[config.mk]
export PLATFORM = sky130hd
export DESIGN_NAME = trapezoid_velocity_profile
export DESIGN_NICKNAME = d
export VERILOG_FILES = /design/src/tvp_pkg.sv /design/src/tvp_ctrl.sv /design/src/tvp_dp.sv /design/src/trapezoid_velocity_profile.sv
export SDC_FILE = /design/constraint.sdc
export NUM_CORES = 2
export LEC_CHECK = 0
export BUFFER_PORTS_ARGS = -buffer_cell sky130_fd_sc_hd__buf_2
export CORE_MARGIN = 3
export CORE_UTILIZATION = 50
export DETAILED_ROUTE_END_ITERATION = 7
export PLACE_DENSITY = 0.78
export SLEW_MARGIN = 20
export SYNTH_ARGS = -nofsm -noshare
export SYNTH_HDL_FRONTEND = slang
export SYNTH_HIERARCHICAL = 1
export SYNTH_SLANG_ARGS = --single-unit
[constraint.sdc]
create_clock -name clk -period 14.1 [get_ports clk]
set_input_delay 2.82 -clock clk [delete_from_list [all_inputs] [get_ports clk]]
set_output_delay 2.82 -clock clk [all_outputs]
set_load 0.02 [all_outputs]
[src/tvp_pkg.sv]
// ----------------------------------------------------------------------------
// tvp_pkg
// Shared types and codes for the trapezoid velocity profile generator.
// ----------------------------------------------------------------------------
package tvp_pkg;

    localparam logic [1:0] PH_IDLE  = 2'd0;
    localparam logic [1:0] PH_ACCEL = 2'd1;
    localparam logic [1:0] PH_BRAKE = 2'd2;
    localparam logic [1:0] PH_DONE  = 2'd3;

    localparam logic [1:0] OP_TICK  = 2'd0;
    localparam logic [1:0] OP_START = 2'd1;
    localparam logic [1:0] OP_ABORT = 2'd2;

    localparam logic [1:0] REG_DISTANCE = 2'd0;
    localparam logic [1:0] REG_TOP      = 2'd1;
    localparam logic [1:0] REG_ACCEL    = 2'd2;
    localparam logic [1:0] REG_END      = 2'd3;

    // micro-operations issued by the controller to the datapath
    localparam logic [3:0] U_NONE  = 4'd0;
    localparam logic [3:0] U_START = 4'd1;
    localparam logic [3:0] U_ABORT = 4'd2;
    localparam logic [3:0] U_SQ_V  = 4'd3;
    localparam logic [3:0] U_SQ_F  = 4'd4;
    localparam logic [3:0] U_REM_A = 4'd5;
    localparam logic [3:0] U_BRAKE = 4'd6;
    localparam logic [3:0] U_SPEED = 4'd7;
    localparam logic [3:0] U_STEP  = 4'd8;
    localparam logic [3:0] U_POS   = 4'd9;
    localparam logic [3:0] U_DIV   = 4'd10;
    localparam logic [3:0] U_FIN   = 4'd11;

    localparam logic [31:0] BRAKE_FLOOR_SPEED = 32'h0005_0000;
    localparam logic [32:0] SNAP_MARGIN       = 33'd8192;
    localparam int          DIV_STEPS         = 31;

    typedef struct packed {
        logic       capture;
        logic [3:0] uop;
        logic       load_out;
    } tvp_cmd_t;

    typedef struct packed {
        logic [1:0] op;
        logic       tick_live;
    } tvp_status_t;

endpackage

[src/tvp_ctrl.sv]
// ----------------------------------------------------------------------------
// tvp_ctrl
// Sequencer: accepts one beat, walks the datapath through a tick, emits result.
// ----------------------------------------------------------------------------
module tvp_ctrl (
    input  logic                clk,
    input  logic                rst_n,
    input  logic                in_valid,
    output logic                in_ready,
    output logic                out_valid,
    input  logic                out_ready,
    input  tvp_pkg::tvp_status_t status,
    output tvp_pkg::tvp_cmd_t    cmd
);
    import tvp_pkg::*;

    localparam logic [3:0] S_IDLE     = 4'd0;
    localparam logic [3:0] S_DISPATCH = 4'd1;
    localparam logic [3:0] S_SQ_V     = 4'd2;
    localparam logic [3:0] S_SQ_F     = 4'd3;
    localparam logic [3:0] S_REM_A    = 4'd4;
    localparam logic [3:0] S_BRAKE    = 4'd5;
    localparam logic [3:0] S_SPEED    = 4'd6;
    localparam logic [3:0] S_STEP     = 4'd7;
    localparam logic [3:0] S_POS      = 4'd8;
    localparam logic [3:0] S_DIV      = 4'd9;
    localparam logic [3:0] S_FIN      = 4'd10;
    localparam logic [3:0] S_OUT      = 4'd11;

    localparam logic [4:0] DIV_LAST = 5'(DIV_STEPS - 1);

    logic [3:0] state_reg, state_next;
    logic [4:0] cnt_reg, cnt_next;
    logic       out_valid_reg, out_valid_next;

    assign in_ready  = (state_reg == S_IDLE);
    assign out_valid = out_valid_reg;

    always_comb
    begin
        state_next     = state_reg;
        cnt_next       = cnt_reg;
        out_valid_next = out_valid_reg;
        cmd            = '0;
        cmd.uop        = U_NONE;
        if (out_valid_reg && out_ready)
        begin
            out_valid_next = 1'b0;
        end
        case (state_reg)
            S_IDLE:
            begin
                if (in_valid)
                begin
                    cmd.capture = 1'b1;
                    state_next  = S_DISPATCH;
                end
            end
            S_DISPATCH:
            begin
                if (status.op == OP_START)
                begin
                    cmd.uop    = U_START;
                    state_next = S_OUT;
                end
                else if (status.op == OP_ABORT)
                begin
                    cmd.uop    = U_ABORT;
                    state_next = S_OUT;
                end
                else if (status.tick_live)
                begin
                    state_next = S_SQ_V;
                end
                else
                begin
                    state_next = S_OUT;
                end
            end
            S_SQ_V:
            begin
                cmd.uop    = U_SQ_V;
                state_next = S_SQ_F;
            end
            S_SQ_F:
            begin
                cmd.uop    = U_SQ_F;
                state_next = S_REM_A;
            end
            S_REM_A:
            begin
                cmd.uop    = U_REM_A;
                state_next = S_BRAKE;
            end
            S_BRAKE:
            begin
                cmd.uop    = U_BRAKE;
                state_next = S_SPEED;
            end
            S_SPEED:
            begin
                cmd.uop    = U_SPEED;
                state_next = S_STEP;
            end
            S_STEP:
            begin
                cmd.uop    = U_STEP;
                state_next = S_POS;
            end
            S_POS:
            begin
                cmd.uop    = U_POS;
                cnt_next   = '0;
                state_next = S_DIV;
            end
            S_DIV:
            begin
                cmd.uop  = U_DIV;
                cnt_next = cnt_reg + 5'd1;
                if (cnt_reg == DIV_LAST)
                begin
                    state_next = S_FIN;
                end
            end
            S_FIN:
            begin
                cmd.uop    = U_FIN;
                state_next = S_OUT;
            end
            S_OUT:
            begin
                // hold the result until the output register is free
                if (!out_valid_reg || out_ready)
                begin
                    cmd.load_out   = 1'b1;
                    out_valid_next = 1'b1;
                    state_next     = S_IDLE;
                end
            end
            default:
            begin
                state_next = S_IDLE;
            end
        endcase
    end

    always_ff @(posedge clk or negedge rst_n)
    begin
        if (!rst_n)
        begin
            state_reg     <= S_IDLE;
            cnt_reg       <= '0;
            out_valid_reg <= 1'b0;
        end
        else
        begin
            state_reg     <= state_next;
            cnt_reg       <= cnt_next;
            out_valid_reg <= out_valid_next;
        end
    end

endmodule

[src/tvp_dp.sv]
// ----------------------------------------------------------------------------
// tvp_dp
// Datapath: config registers, motion state, shared multiplier, serial divider.
// ----------------------------------------------------------------------------
module tvp_dp (
    input  logic                 clk,
    input  logic                 rst_n,
    input  logic                 cfg_valid,
    input  logic [1:0]           cfg_index,
    input  logic [31:0]          cfg_data,
    input  logic [1:0]           operation,
    input  logic [23:0]          tick_dt,
    input  tvp_pkg::tvp_cmd_t    cmd,
    output tvp_pkg::tvp_status_t status,
    output logic [1:0]           phase,
    output logic [31:0]          travelled,
    output logic [31:0]          velocity,
    output logic [31:0]          accel_now
);
    import tvp_pkg::*;

    logic [31:0] dist_cfg_reg, top_cfg_reg, acc_cfg_reg, end_cfg_reg;
    logic [1:0]  op_reg;
    logic [23:0] dt_reg;

    logic [1:0]  phase_reg;
    logic [31:0] goal_reg, pos_reg, speed_reg, old_speed_reg, accel_reg;
    logic        heading_reg;

    logic [63:0] prod_reg, v2_reg, f2_reg;
    logic [31:0] mul_a, mul_b;

    logic [24:0] drem_reg;
    logic [30:0] dshift_reg, quot_reg;
    logic        sat_reg, neg_reg;

    logic [1:0]  phase_out_reg;
    logic [31:0] trav_out_reg, vel_out_reg, acc_out_reg;

    // combinational helpers
    logic [32:0] remaining, snap_diff;
    logic [63:0] sq_diff;
    logic        brake_now;
    logic [31:0] target, dv, step;
    logic [32:0] sp_sum, pos_sum;
    logic [31:0] sp_new;
    logic [31:0] mag;
    logic [25:0] dtrial;
    logic [31:0] acc_val;
    logic [31:0] goal_start;

    assign status.op        = op_reg;
    assign status.tick_live = (op_reg == OP_TICK) && (dt_reg != '0) &&
                              ((phase_reg == PH_ACCEL) || (phase_reg == PH_BRAKE));

    assign phase     = phase_out_reg;
    assign travelled = trav_out_reg;
    assign velocity  = vel_out_reg;
    assign accel_now = acc_out_reg;

    always_comb
    begin
        case (cmd.uop)
            U_SQ_V:
            begin
                mul_a = speed_reg;
                mul_b = speed_reg;
            end
            U_SQ_F:
            begin
                mul_a = end_cfg_reg;
                mul_b = end_cfg_reg;
            end
            U_REM_A:
            begin
                mul_a = remaining[31:0];
                mul_b = acc_cfg_reg;
            end
            U_BRAKE:
            begin
                mul_a = acc_cfg_reg;
                mul_b = {8'd0, dt_reg};
            end
            default:
            begin
                mul_a = speed_reg;
                mul_b = {8'd0, dt_reg};
            end
        endcase
    end

    always_comb
    begin
        remaining = {1'b0, goal_reg} - {1'b0, pos_reg};
        sq_diff   = v2_reg - f2_reg;
        // remaining <= floor(diff / 2a) is the same as remaining * 2a <= diff
        brake_now = remaining[32] || (remaining == '0) ||
                    ((acc_cfg_reg != '0) && (v2_reg > f2_reg) &&
                     ({prod_reg, 1'b0} <= {1'b0, sq_diff}));

        if (phase_reg == PH_BRAKE)
        begin
            target = (end_cfg_reg == '0) ? BRAKE_FLOOR_SPEED : end_cfg_reg;
        end
        else
        begin
            target = top_cfg_reg;
        end
        dv     = prod_reg[55:24];
        sp_sum = {1'b0, speed_reg} + {1'b0, dv};
        if (speed_reg < target)
        begin
            sp_new = (sp_sum > {1'b0, target}) ? target : sp_sum[31:0];
        end
        else if (speed_reg > target)
        begin
            sp_new = (dv >= speed_reg - target) ? target : speed_reg - dv;
        end
        else
        begin
            sp_new = speed_reg;
        end

        step    = prod_reg[55:24];
        pos_sum = {1'b0, pos_reg} + {1'b0, step};

        mag = (speed_reg < old_speed_reg) ? old_speed_reg - speed_reg
                                          : speed_reg - old_speed_reg;

        dtrial = {drem_reg, dshift_reg[30]};

        if (sat_reg)
        begin
            acc_val = neg_reg ? 32'h8000_0000 : 32'h7FFF_FFFF;
        end
        else
        begin
            acc_val = neg_reg ? 32'd0 - {1'b0, quot_reg} : {1'b0, quot_reg};
        end

        snap_diff  = {1'b0, goal_reg} - {1'b0, pos_reg};
        goal_start = dist_cfg_reg[31] ? 32'd0 - dist_cfg_reg : dist_cfg_reg;
    end

    always_ff @(posedge clk or negedge rst_n)
    begin
        if (!rst_n)
        begin
            dist_cfg_reg <= '0;
            top_cfg_reg  <= '0;
            acc_cfg_reg  <= '0;
            end_cfg_reg  <= '0;
        end
        else if (cfg_valid)
        begin
            case (cfg_index)
                REG_DISTANCE: dist_cfg_reg <= cfg_data;
                REG_TOP:      top_cfg_reg  <= cfg_data;
                REG_ACCEL:    acc_cfg_reg  <= cfg_data;
                REG_END:      end_cfg_reg  <= cfg_data;
                default:      dist_cfg_reg <= dist_cfg_reg;
            endcase
        end
    end

    always_ff @(posedge clk or negedge rst_n)
    begin
        if (!rst_n)
        begin
            op_reg      <= OP_TICK;
            dt_reg      <= '0;
            phase_reg   <= PH_IDLE;
            goal_reg    <= '0;
            heading_reg <= 1'b0;
            pos_reg     <= '0;
            speed_reg   <= '0;
            accel_reg   <= '0;
        end
        else
        begin
            if (cmd.capture)
            begin
                op_reg <= operation;
                dt_reg <= tick_dt;
            end
            case (cmd.uop)
                U_START:
                begin
                    heading_reg <= dist_cfg_reg[31];
                    goal_reg    <= goal_start;
                    pos_reg     <= '0;
                    speed_reg   <= '0;
                    accel_reg   <= '0;
                    phase_reg   <= ((goal_start == '0) || (acc_cfg_reg == '0)) ?
                                   PH_DONE : PH_ACCEL;
                end
                U_ABORT:
                begin
                    heading_reg <= 1'b0;
                    goal_reg    <= '0;
                    pos_reg     <= '0;
                    speed_reg   <= '0;
                    accel_reg   <= '0;
                    phase_reg   <= PH_IDLE;
                end
                U_BRAKE:
                begin
                    if ((phase_reg == PH_ACCEL) && brake_now)
                    begin
                        phase_reg <= PH_BRAKE;
                    end
                end
                U_SPEED:
                begin
                    speed_reg <= sp_new;
                end
                U_POS:
                begin
                    pos_reg <= pos_sum[32] ? 32'hFFFF_FFFF : pos_sum[31:0];
                end
                U_FIN:
                begin
                    // snap to the goal once less than an eighth remains
                    if (snap_diff[32] || (snap_diff < SNAP_MARGIN))
                    begin
                        pos_reg   <= goal_reg;
                        speed_reg <= end_cfg_reg;
                        accel_reg <= '0;
                        phase_reg <= PH_DONE;
                    end
                    else
                    begin
                        accel_reg <= acc_val;
                    end
                end
                default:
                begin
                    phase_reg <= phase_reg;
                end
            endcase
        end
    end

    // arithmetic scratch and output data registers, no reset needed
    always_ff @(posedge clk)
    begin
        prod_reg <= 64'(mul_a) * 64'(mul_b);
        case (cmd.uop)
            U_SQ_F:
            begin
                v2_reg <= prod_reg;
            end
            U_REM_A:
            begin
                f2_reg <= prod_reg;
            end
            U_SPEED:
            begin
                old_speed_reg <= speed_reg;
            end
            U_STEP:
            begin
                // quotient of (mag << 24) / dt saturates once mag >= dt << 7
                sat_reg    <= (mag >= {1'b0, dt_reg, 7'd0});
                neg_reg    <= (speed_reg < old_speed_reg) ^ heading_reg;
                drem_reg   <= mag[31:7];
                dshift_reg <= {mag[6:0], 24'd0};
                quot_reg   <= '0;
            end
            U_DIV:
            begin
                if (dtrial >= {2'b00, dt_reg})
                begin
                    drem_reg <= 25'(dtrial - {2'b00, dt_reg});
                    quot_reg <= {quot_reg[29:0], 1'b1};
                end
                else
                begin
                    drem_reg <= dtrial[24:0];
                    quot_reg <= {quot_reg[29:0], 1'b0};
                end
                dshift_reg <= {dshift_reg[29:0], 1'b0};
            end
            default:
            begin
                v2_reg <= v2_reg;
            end
        endcase
        if (cmd.load_out)
        begin
            phase_out_reg <= phase_reg;
            trav_out_reg  <= pos_reg;
            vel_out_reg   <= speed_reg;
            acc_out_reg   <= accel_reg;
        end
    end

endmodule

[src/trapezoid_velocity_profile.sv]
// ----------------------------------------------------------------------------
// trapezoid_velocity_profile
// Trapezoidal motion profile generator with start, tick and abort commands.
// ----------------------------------------------------------------------------
// Usage:
//   Write the distance, cruise speed, acceleration and end speed registers
//   over the cfg channel (index 0..3) while the block is idle; cfg_ready is
//   always high. Each input beat carries an operation (tick, start, abort)
//   and tick_dt. Every input beat yields exactly one output beat with phase,
//   travelled, velocity and accel_now as they stand after the command.
// Timing:
//   Start, abort and ignored ticks go from dispatch straight to the output
//   state. A live tick runs seven sequencing steps around one shared
//   32x32 multiplier, a 31-step restoring divider for the acceleration
//   report and a finish step. One item is in flight at a time; in_ready
//   returns the cycle after the result is loaded into the output register.
// Reset and stall:
//   Reset clears control, config and motion registers to zero and idle;
//   while out_ready stays low the output beat holds, a new item may still
//   be accepted and worked on; its result waits until the output is free.
// ----------------------------------------------------------------------------
module trapezoid_velocity_profile (
    input  logic        clk,
    input  logic        rst_n,
    input  logic        cfg_valid,
    output logic        cfg_ready,
    input  logic [1:0]  cfg_index,
    input  logic [31:0] cfg_data,
    input  logic        in_valid,
    output logic        in_ready,
    input  logic [1:0]  operation,
    input  logic [23:0] tick_dt,
    output logic        out_valid,
    input  logic        out_ready,
    output logic [1:0]  phase,
    output logic [31:0] travelled,
    output logic [31:0] velocity,
    output logic [31:0] accel_now
);
    import tvp_pkg::*;

    tvp_cmd_t    cmd;
    tvp_status_t status;

    assign cfg_ready = 1'b1;

    tvp_ctrl u_ctrl (
        .clk       (clk),
        .rst_n     (rst_n),
        .in_valid  (in_valid),
        .in_ready  (in_ready),
        .out_valid (out_valid),
        .out_ready (out_ready),
        .status    (status),
        .cmd       (cmd)
    );

    tvp_dp u_dp (
        .clk       (clk),
        .rst_n     (rst_n),
        .cfg_valid (cfg_valid),
        .cfg_index (cfg_index),
        .cfg_data  (cfg_data),
        .operation (operation),
        .tick_dt   (tick_dt),
        .cmd       (cmd),
        .status    (status),
        .phase     (phase),
        .travelled (travelled),
        .velocity  (velocity),
        .accel_now (accel_now)
    );

    a_one_in_flight: assert property (@(posedge clk) disable iff (!rst_n)
        (in_valid && in_ready) |=> !in_ready)
        else $error("second item accepted while busy");

    a_idle_is_clear: assert property (@(posedge clk) disable iff (!rst_n)
        (out_valid && (phase == PH_IDLE)) |->
        ((travelled == '0) && (velocity == '0) && (accel_now == '0)))
        else $error("idle result with nonzero motion state");

    a_done_no_accel: assert property (@(posedge clk) disable iff (!rst_n)
        (out_valid && (phase == PH_DONE)) |-> (accel_now == '0))
        else $error("finished move reports acceleration");

endmodule
; ---- Word level (Yosys, flattened, before mapping)
; Cells that the tools add are included.
[classes]
add_sub_neg = 12
multipliers = 1
order_cmp = 10
n_eq_ne = 36
n_mux = 49
n_bitwise = 1
reduce_logical = 38
[ops]
columns = op, count
row1 = $mux W32, 15
row2 = $pmux W32 S3, 4
row3 = $pmux W32 S2, 2
row4 = $sub A32 B32 Y32, 4
row5 = $pmux W31 S2, 2
row6 = $logic_not A32 Y1, 3
row7 = $add A32 B32 Y33, 2
row8 = $le A65 B64 Y1, 1
row9 = $gt A64 B64 Y1, 1
row10 = $lt A32 B32 Y1, 2
row11 = $mul A32 B32 Y64, 1
row12 = $sub A64 B64 Y64, 1
row13 = $pmux W25 S2, 1
row14 = $pmux W4 S12, 1
row15 = $pmux W4 S10, 1
row16 = $gt A33 B32 Y1, 1
row17 = $logic_not A33 Y1, 1
row18 = $lt A33 B14 Y1 const B, 1
row19 = $sub A32 B32 Y33, 1
row20 = $eq A4 B3 Y1 const B, 8
row21 = $eq A4 B4 Y1 const B, 8
row22 = $ge A32 B31 Y1, 1
row23 = $ge A32 B32 Y1, 1
row24 = $gt A32 B32 Y1, 1
row25 = 34 further kinds, 83
[totals]
reg_bits = 706
in_bits = 65
out_inout_bits = 101
wordCells = 175

; ---- Logic depth before layout (Yosys ltp)
[logic_depth]
ltp_word = 9
ltp_mapped = 44
depth_no_buf = 43

; ---- Cells and area by module
; Netlist, hierarchy kept.
[by_module_without_submodules]
columns = mod, instances, cells_per_inst, area_per_inst_um2, seq_area_each_um2
row1 = tvp_dp, 1, 8777, 79211.0, 18112.4
row2 = tvp_ctrl, 1, 73, 653.1, 250.2
row3 = trapezoid_velocity_profile, 1, 2, 11.3, 0.0

; ---- Worst setup path before layout
; Ideal clock, no wire load.
[synth_path]
path_kind = reg-to-reg
start = reg u_ctrl.state_reg[2]
end = reg u_dp.prod_reg[63]
setup_ps = 121
arrival_ps = 11226
required_time_ps = 13979
setup_slack_ps = 2753
path_stages_with_launch = 40
period_less_slack_ps = 11347
cell_sequence = dfrtp_1 -> clkbuf_1 -> nor4b_1 -> mux2i_1 -> o32ai_1 -> nand2b_1 -> nor2_1 -> clkbuf_1 -> a22oi_1 -> nand2_1 -> clkbuf_1 -> clkbuf_1 -> nand2_1 -> fa_1 -> inv_1 -> fa_1 -> inv_1 -> fa_1 -> [4 not listed] -> inv_1 -> fa_1 -> fa_1 -> inv_1 -> fa_1 -> inv_1 -> ha_1 -> and3_1 -> nand2_1 -> o21ai_0 -> o2bb2ai_1 -> a31oi_1 -> o21ai_0 -> a21oi_1 -> o311ai_0 -> a31o_2 -> a21oi_1 -> xnor2_1
[synth_rtl]
columns = element, line
row1 = "start, declared", tvp_ctrl.sv:32  ; logic [3:0] state_reg, state_next;
row2 = "start signal, assigned", tvp_ctrl.sv:157  ; state_reg <= state_next;
row3 = "end signal, assigned", tvp_dp.sv:247  ; prod_reg <= 64'(mul_a) * 64'(mul_b);
row4 = "end, declared", tvp_dp.sv:30  ; logic [63:0] prod_reg, v2_reg, f2_reg;

==> results.cfg <==
[setup_path]
critical_path_buf_inv_count = 4
cp.depth = 34
worstPathRequired_ns = 14.70
worstRegToRegCells = 34
cp_max_fo = 61
crit_arrival_ns = 13.25
crit_family = adder cells
cp-start-kind = flop
critPathKind = reg -> reg
critPathMaxStageDelay_ns = 0.77
cp_common_cell = fa_1
end_kind = flop
slowest_stage = buf_4

[detailed_routing]
first_pass_iters = 8
route.vias.total = 69900
drtAntennaViolNets = 0
drc = 25
routed_wirelength_um = 317000
drt-vias-per-instance = 6.32
detail_route.wl_per_cell_um = 28.7
drt_iter0_drc = 9145

[timing]
worst_slew_pin_slew_ns = 1.32
relSlewSlack_pct = 12.1
rsz0062_at_grt = false
timing.final.hold_violations = 0
fin_crit_sh_pct = 89.7
setup_viol = 0
fmaxAchievable_ghz = 0.0790
slew_viol_final = 0
period_needed_ns = 12.65
fin_worst_skew_ns = 0.0375
fin_setup_tns_ns = 0

[synth]
synth_edf_count = 323
postSynthAreaPerCell_sq_um = 9.02
ys_seq_elements = 682
synthCells = 8852
yosysWarnings = 6
async_flop_share_pct = 43.3
synth_cell_types = 92
synth.yosys.seq_area_share_pct = 23.0
synth-main-ff-cell = edfxtp_1
syn_nets = 10600
synth_area_sq_mm = 0.0799

[grt]
grt_overflow_total = 0
grt_max_degree = 159
grt_pass1_wl_um = 460000
grt_pass1_vias = 69100
grt_usage_pct = 38.3
antenna_found_initial = 18

[finish]
final_design_area_no_fill_sq_mm = 0.0864
nets = 10600
drive_gt1_share_pct = 8.37
synthToLayoutAreaGrowth_pct = 8.12
finalNonFillerCells = 11100
num-fill-cells = 14200

[clocking]
cts_resized = 0
cts_made_buffers = 77
cts_setup_buffers = 0
clock_path_buffers = 3
tritoncts = done
clock_latency_ns = 0.70
hold_buffers = 0
cts.sinks = 682
cts_htree_levels = 3
cts_root_buffer = clkbuf_16
clk_pin_slew_ns = 0.06

[placed_design]
dp_hpwl_um = 245000
place_area_sq_mm = 0.0838
dp.cells = 10900
place_congestion = 1.08
port_buffers = 164

[flow_run]
cap_violations = 0

[die]
die_area_sq_mm = 0.165
core.rowCount = 146
ioPinCount = 166
core_area_sq_mm = 0.159
die_h_um = 406
initial_core_util_pct = 50.4
die_w_um = 406

[hold_path]
hp-class = reg -> reg
holdPathStages = 0

[status]
violations = design-rule violations
status = finished, violations left
[placed cells by master (no fill, tap or decap), drive strengths merged, types with 241 or more instances in the layout]
master | netlist | final
nor2 | 909 | 909
inv | 1263 | 1269
dfrtp | 295 | 295
o21ai | 380 | 380
edfxtp | 323 | 323
a21o | 241 | 241
nand2 | 908 | 908
a21oi | 562 | 562
ha | 730 | 730
fa | 905 | 905
buf | 31 | 377
[per-stage QoR]
stage                     worst slack, ns  utilization, %  hold slack, ns
after detailed placement             1.84            52.8           0.432
after floorplan                      2.75               -           0.425
after global placement               1.96            52.8           0.433
after CTS                            1.75            54.4           0.446
after global routing                0.898            54.4           0.453
final                                1.45            54.5           0.444
[final timing paths]
kind	slack, ns	start	to
hold / removal	0.44	u_dp/accel_reg[17]	u_dp/accel_now[17]
min in group asynchronous	2.12	rst_n	u_dp/dist_cfg_reg[25]
hold reg to reg	0.44	u_dp/accel_reg[17]	u_dp/accel_now[17]
setup reg to reg	1.45	u_ctrl/state_reg[0]	u_dp/prod_reg[63]
max in group asynchronous	9.90	rst_n	u_dp/goal_reg[6]
setup / recovery	1.45	u_ctrl/state_reg[0]	u_dp/prod_reg[63]
[worst reg2reg max path: cells and delay by family (launching register included)]
kind                       cells  cell delay [ns]
DFF                            1             0.65
buffers and inverters          4             0.97
xor gates and xnor gates       2             0.36
adders and majority gates      9             4.52
and+or+nand+nor                6             2.15
AOI/OAI and AO/OA             13             3.94
[logic make-up (layout without fill, tap and decap cells)]
family / after synthesis / count (layout) / synth area share (%)
and+or+nand+nor: 2450 / 2450 / 13.4
AOI/OAI and AO/OA: 1868 / 1868 / 14.9
buffers and inverters: 1666 / 1782 / 7.88
adders and majority gates: 1635 / 1635 / 34.1
DFF: 682 / 682 / 23.0
xor gates and xnor gates: 330 / 330 / 3.62
muxes: 220 / 220 / 3.00
other: 1 / 21 / 0.00469
[routing by layer]
metal | vias to the layer above | GRT usage, % | routed length, um
met4 | 6 | 23.8 | 24300
met5 | - | 0.297 | 45
met3 | 1160 | 15.5 | 43900
met1 | 34500 | 48.1 | 117000
met2 | 4488 | 55.0 | 131000
li1 | 29700 | - | -
[synthesized netlist by cell type, types with 24 or more instances]
cell         n  area [sq um]
a221oi_1    29           254
a21o_1     241          1810
mux2i_1     64           641
xnor2_1    190          1660
a21oi_1    562          2810
inv_1     1263          4740
a22o_1      26           228
xor2_1     140          1230
clkbuf_1   371          1390
o21bai_1    72           541
dfrtp_1    295          7380
o21a_1      69           518
o22ai_1     52           325
or3_1       24           150
a22oi_1     38           285
a211oi_1    44           330
nand2b_1    76           475
o21ai_0    349          1750
nor4_1      50           313
dfxtp_1     64          1280
and3_1      58           363
nand2_1    908          3410
fa_1       905         18100
nor3_1      89           445
nor2_1     909          3410
nand3_1     68           340
mux2_2     156          1760
edfxtp_1   323          9700
o211ai_1    44           330
nor2b_1     72           450
nand4_1     87           544
o31ai_1     30           225
a222oi_1    25           250
and2_1      27           169
a31oi_1     68           425
ha_1       730          9130
o21ai_1     31           155
[final cells by class]
cell class	instances	area, sq um	share of cell area [%]
multi-input combinational	6504	55700	64.5
sequential	682	18400	21.3
inverter	1263	4740	5.49
tap	2072	2590	3.00
timing repair buffer	377	2440	2.83
clock buffer	103	2150	2.49
clock inverter	39	348	0.403
antenna	20	50.0	0.0580
Power is not shown: default switching activity piles up to over one toggle a cycle in this logic, so the estimate is an artifact.
